## src/rtl/lirs_pkg.sv

```systemverilog
// ============================================================================
// lirs_pkg: shared constants and types for the linear interpolation resampler
// Holds field widths, register indexes, reset values and the back-end states.
// ============================================================================
package lirs_pkg;

    // Default widths of samples and stream counters.
    localparam int SAMPLE_WIDTH_DEF = 16;
    localparam int COUNT_WIDTH_DEF  = 32;

    // Configuration register widths.
    localparam int CHAN_W      = 2;
    localparam int RATE_IN_W   = 18;
    localparam int RATE_OUT_W  = 16;
    localparam int CFG_IDX_W   = 2;
    localparam int CFG_DATA_W  = 18;

    // Width of remainder plus input rate, the dividend of a position step.
    localparam int STEP_W = 19;

    // Result cap per request, depth of the pending queue and of the job queue.
    localparam int MAX_RESULTS     = 16;
    localparam int PEND_DEPTH      = 4;
    localparam int JOB_QUEUE_DEPTH = 2;

    // Configuration register indexes.
    localparam logic [CFG_IDX_W-1:0] CFG_CHANNEL_COUNT = 2'd0;
    localparam logic [CFG_IDX_W-1:0] CFG_IN_RATE       = 2'd1;
    localparam logic [CFG_IDX_W-1:0] CFG_OUT_RATE      = 2'd2;

    // Configuration reset values.
    localparam logic [CHAN_W-1:0]     CHAN_RESET     = 2'd2;
    localparam logic [CHAN_W-1:0]     CHAN_STEREO    = 2'd2;
    localparam logic [RATE_IN_W-1:0]  IN_RATE_RESET  = 18'd44100;
    localparam logic [RATE_OUT_W-1:0] OUT_RATE_RESET = 16'd48000;

    // Back-end sequencer states.
    typedef enum logic [9:0] {
        ST_IDLE   = 10'b00_0000_0001,
        ST_FOLD   = 10'b00_0000_0010,
        ST_DRAIN  = 10'b00_0000_0100,
        ST_SPAN   = 10'b00_0000_1000,
        ST_CHECK  = 10'b00_0001_0000,
        ST_MUL    = 10'b00_0010_0000,
        ST_LOAD   = 10'b00_0100_0000,
        ST_WAIT   = 10'b00_1000_0000,
        ST_DECIDE = 10'b01_0000_0000,
        ST_FINISH = 10'b10_0000_0000
    } t_back_state;

endpackage

```

## src/rtl/lirs_if.sv

```systemverilog
// ============================================================================
// lirs_if: request channels of the resampler
// An input frame channel and a result channel, each with valid and ready.
// ============================================================================

// Input frame channel.
interface lirs_in_if import lirs_pkg::*; #(
    parameter int SAMPLE_WIDTH = SAMPLE_WIDTH_DEF
);
    logic                    valid;
    logic                    ready;
    logic [SAMPLE_WIDTH-1:0] left_sample;
    logic [SAMPLE_WIDTH-1:0] right_sample;
    logic                    is_last;

    modport source (output valid, output left_sample, output right_sample,
                    output is_last, input ready);
    modport sink   (input valid, input left_sample, input right_sample,
                    input is_last, output ready);
endinterface


```

## src/rtl/lirs_front.sv

```systemverilog
// ============================================================================
// lirs_front: input side of the resampler
// Accepts frame requests, zeroes the right lane in mono and queues the jobs.
// ============================================================================
module lirs_front import lirs_pkg::*; #(
    parameter int SAMPLE_WIDTH = SAMPLE_WIDTH_DEF
) (
    input  logic                    i_clk,
    input  logic                    i_rst_n,
    input  logic                    i_mono,
    lirs_in_if.sink                 i_src,
    output logic                    o_job_valid,
    input  logic                    i_job_pop,
    output logic [SAMPLE_WIDTH-1:0] o_job_left,
    output logic [SAMPLE_WIDTH-1:0] o_job_right,
    output logic                    o_job_last
);

    localparam int PTR_W = $clog2(JOB_QUEUE_DEPTH);
    localparam int CNT_W = $clog2(JOB_QUEUE_DEPTH + 1);

    logic [SAMPLE_WIDTH-1:0] r_q_left  [JOB_QUEUE_DEPTH];
    logic [SAMPLE_WIDTH-1:0] r_q_right [JOB_QUEUE_DEPTH];
    logic                    r_q_last  [JOB_QUEUE_DEPTH];
    logic [PTR_W-1:0]        r_wr;
    logic [PTR_W-1:0]        r_rd;
    logic [CNT_W-1:0]        r_cnt;
    logic                    w_push;
    logic                    w_pop;

    // Handshake and queue status.
    assign i_src.ready = (r_cnt != CNT_W'(JOB_QUEUE_DEPTH));
    assign w_push      = i_src.valid && i_src.ready;
    assign o_job_valid = (r_cnt != '0);
    assign w_pop       = i_job_pop && o_job_valid;

    // Queue pointers and fill count.
    always_ff @(posedge i_clk) begin
        if (!i_rst_n) begin
            r_wr  <= '0;
            r_rd  <= '0;
            r_cnt <= '0;
        end else begin
            if (w_push) begin
                r_wr <= r_wr + 1'b1;
            end
            if (w_pop) begin
                r_rd <= r_rd + 1'b1;
            end
            if (w_push && !w_pop) begin
                r_cnt <= r_cnt + 1'b1;
            end else if (w_pop && !w_push) begin
                r_cnt <= r_cnt - 1'b1;
            end
        end
    end

    // Classified frame storage; the right lane is forced to zero in mono.
    always_ff @(posedge i_clk) begin
        if (w_push) begin
            r_q_left[r_wr]  <= i_src.left_sample;
            r_q_right[r_wr] <= i_mono ? '0 : i_src.right_sample;
            r_q_last[r_wr]  <= i_src.is_last;
        end
    end

    assign o_job_left  = r_q_left[r_rd];
    assign o_job_right = r_q_right[r_rd];
    assign o_job_last  = r_q_last[r_rd];

endmodule

```

## src/flat_wrapper.sv

```systemverilog
// flat-port wrapper written by rule: the top's interface ports become plain ports
module lirs_front_flat import lirs_pkg::*;
#(
    parameter int SAMPLE_WIDTH = SAMPLE_WIDTH_DEF
)
  (i_clk, i_rst_n, i_mono, o_job_valid, i_job_pop, o_job_left, o_job_right, o_job_last, i_src_valid, i_src_left_sample, i_src_right_sample, i_src_is_last, i_src_ready);
  lirs_in_if #(.SAMPLE_WIDTH(SAMPLE_WIDTH)) i_src_i ();
  input  logic i_clk;
  input  logic i_rst_n;
  input  logic i_mono;
  output logic o_job_valid;
  input  logic i_job_pop;
  output logic [SAMPLE_WIDTH-1:0] o_job_left;
  output logic [SAMPLE_WIDTH-1:0] o_job_right;
  output logic o_job_last;
  input wire logic [$bits(i_src_i.valid)-1:0] i_src_valid;
  input wire logic [$bits(i_src_i.left_sample)-1:0] i_src_left_sample;
  input wire logic [$bits(i_src_i.right_sample)-1:0] i_src_right_sample;
  input wire logic [$bits(i_src_i.is_last)-1:0] i_src_is_last;
  output wire logic [$bits(i_src_i.ready)-1:0] i_src_ready;
  assign i_src_i.valid = i_src_valid;
  assign i_src_i.left_sample = i_src_left_sample;
  assign i_src_i.right_sample = i_src_right_sample;
  assign i_src_i.is_last = i_src_is_last;
  assign i_src_ready = i_src_i.ready;
  lirs_front #(.SAMPLE_WIDTH(SAMPLE_WIDTH)) u_core (.i_clk(i_clk), .i_rst_n(i_rst_n), .i_mono(i_mono), .i_src(i_src_i), .o_job_valid(o_job_valid), .i_job_pop(i_job_pop), .o_job_left(o_job_left), .o_job_right(o_job_right), .o_job_last(o_job_last));
endmodule
```

## config.mk

```make
export PLATFORM = sky130hd
export DESIGN_NAME = lirs_front_flat
export DESIGN_NICKNAME = d
export VERILOG_FILES = /design/src/rtl/lirs_pkg.sv /design/src/rtl/lirs_if.sv /design/src/rtl/lirs_front.sv /design/src/flat_wrapper.sv
export SDC_FILE = /design/constraint.sdc
export NUM_CORES = 1
export LEC_CHECK = 0
export BUFFER_PORTS_ARGS = -buffer_cell sky130_fd_sc_hd__buf_2
export CORE_ASPECT_RATIO = 0.6
export CORE_MARGIN = 4
export CORE_UTILIZATION = 37
export CTS_CLUSTER_DIAMETER = 40
export DETAILED_ROUTE_END_ITERATION = 8
export GPL_TIMING_DRIVEN = 0
export SLEW_MARGIN = 10
export SYNTH_ARGS = -nofsm -noshare
export SYNTH_HDL_FRONTEND = slang
export SYNTH_SLANG_ARGS = --single-unit
```

## constraint.sdc

```tcl
create_clock -name i_clk -period 2.6 [get_ports i_clk]
set_input_delay 0.52 -clock i_clk [delete_from_list [all_inputs] [get_ports i_clk]]
set_output_delay 0.52 -clock i_clk [all_outputs]
set_load 0.01 [all_outputs]
```

==> results.md <==
- Worst IR Drop VDD: 0.414 mV
- Placeable Area: 6910 sq um
- Post-CTS Hold Fix Bufs: 0
- Predominant post-synthesis flop cell: edfxtp_1
- WS Path Type: reg2out
- Fin crit share: 0.819
- TritonCTS Buffers: 9
- Filler cell count: 598
- Top sig layer: met4
- Vias: 1,451
- Starting Density: 0.394
- # DRC: 0
- Longest Clk Path Bufs: 2
- Global-route wire length before repair: 7760 um
- CTS tree: done
- DRT iter0 DRCs: 60
- Synthesis-stage register bit count: 71
- Die width: 119 um
- Drt via density: 4.55
- Die ar.: 8830 sq um
- Count leader, synth: edfxtp_1
- DR WL/cell: 15.4 um
- CP endpoint kind: output port
- Leading area contributor after synthesis: edfxtp_1
- Max H-tree Level: 3
- Worst Hold Class: in2reg
- Setup violators final: 0
- Run status: finished clean
- Fmax achieved: 469 MHz
- Drt pass-1 iters: 4
- Largest net degree at the start of global routing: 34
- Max-cap viol count: 0
- Post-cts resize count: 0
- Area delta synth->final: 27.9%
- Post-Synthesis Cells: 144
- Final design utilization: 0.504
- FP Rows: 23
- Antenna-violating nets left: 0
- Slew Viols, Final: 0
- Post-synthesis cell type count: 21
- Clk Latency, worst-skew pair: 0.32 ns
- Top Ports: 73
- Buffer count from post-CTS setup fixing: 0
- Final WL: 4920 um
- Wire length on met2: 2060 um
- DR WL met3: 369 um
- Crit path DAT: 1.61 ns
- Skew final: 0.00425 ns
- Hold Violations, Final: 0
- Syn nets: 183
- Synth Cell Area: 2720 sq um
- Area contributors post-synth: edfxtp_1, mux2_2, dfxtp_1
- Initial antenna violation count: 0
- Synth warn: 0
- Sequential Area: 2080 sq um
- P_leak: 1.33 nW
- Worst-Margin Slew: 0.821 ns
- Relative slew slack: 0.453
- Wl on met1: 2430 um
- Unrepaired setup endpoints after global routing: no
- CP required: 2.08 ns
- IO buf count: 72
- Crit path max fanout: 10
- Seq/Total Area, Yosys: 0.765
- Setup TNS: 0 ns
- Final HPWL DP: 3270 um
- Root Buffer: clkbuf_16
- PD cells: 1000 nW/um^2
- Multi-input logic area: 612 sq um
- Share of cells above drive strength 1: 0.556
- Final critical-path required period: 2.13 ns
- FFs w/ async S/R, synth: 0
- Vias in the first global route: 1,567
- Total Routing Usage GR: 0.120
- Final nets: 266
- EDFF count, synth: 66
- Setup crit start kind: flop
- CTS sink count: 71
- Placer Congestion: 0.660
- Ant. Diodes: 0
- Clock transition at the registers of the reported paths: 0.05 ns
- Share of the synthesized area in the top cell type: 0.729
- Die Y: 74.4 um
- GRT overflow: 0
- Synthesized area per cell: 18.9 sq um
- Most frequent cells after synthesis: edfxtp_1, mux2_2, nor2b_1
-- where the power goes --
group	internal [mW]	leakage, nW	switching (mW)	total (mW)
combinational	0.397	0.528	0.430	0.827
clock	0.732	0.139	0.432	1.16
sequential	1.44	0.665	0.0487	1.49
total	2.57	1.33	0.911	3.48
-- metal layers --
metal	up-vias	track usage
met5	-	0
li1	706	-
met1	684	0.155
met4	0	0.0501
met2	52	0.175
met3	9	0.0593
-- cells in the final DEF (no fill, tap or decap), drive strengths merged, types with 4 or more instances in the layout --
| master | count |
|---|---|
| clkinv | 4 |
| buf | 76 |
| and2 | 4 |
| nor2b | 16 |
| mux2 | 33 |
| dfxtp | 5 |
| edfxtp | 66 |
| clkbuf | 10 |
-- stage by stage --
stage / hold slack (ns) / setup slack [ns] / cell area [sq um] / total power [mW] / cells
floorplan: 0.512 / 0.776 / 2720 / 2.04 / 144
global placement: 0.538 / 0.253 / 3190 / 2.35 / 303
detailed placement: 0.559 / 0.788 / 3190 / 2.35 / 303
CTS: 0.371 / 0.431 / 3480 / 3.53 / 319
global route: 0.373 / 0.361 / 3480 / 3.65 / 319
finish: 0.386 / 0.470 / 3480 / 3.48 / 319
-- final timing paths --
path,startpoint,endpoint,slack (ns),depth (start not counted)
max reg2reg,u_core.r_cnt[0],u_core.r_q_left[1][3],0.87,2
min reg2reg,u_core.r_cnt[1],u_core.r_cnt[1],0.56,2
min,i_src_left_sample[11],u_core.r_q_left[0][11],0.39,1
max,flop,o_job_right[6],0.47,4
-- area by class of cell --
cell class	count	area share
Buffer	5	0.00683
Clock buffer	9	0.0647
Tap cell	87	0.0313
Inverter	1	0.00108
Sequential cell	71	0.598
Clock inverter	7	0.0183
Multi-Input combinational cell	67	0.176
Timing Repair Buffer	72	0.104
-- worst max-delay path, stage by stage, from the launching register on --
cell	delay [ns]
dfxtp_1	0.30
buf_2	0.18
buf_2	0.28
mux2_2	0.39
buf_2	0.14
-- cell families after synthesis --
logic type,synth area share
AOI/OAI and AO/OA,0.0129
xor gates and xnor gates,0.00966
adders and majority gates,0.00460
buffers and inverters,0.0101
DFF,0.765
muxes,0.137
and+or+nand+nor,0.0607
-- registers in the layout, indices dropped and copies added (netlist names), named ones only --
register          flops
u_core.r_wr           1
u_core.r_cnt          2
u_core.r_q_last       2
u_core.r_rd           1
u_core.r_q_right     32
u_core.r_q_left      32
Power figures use the tool's default switching activity.
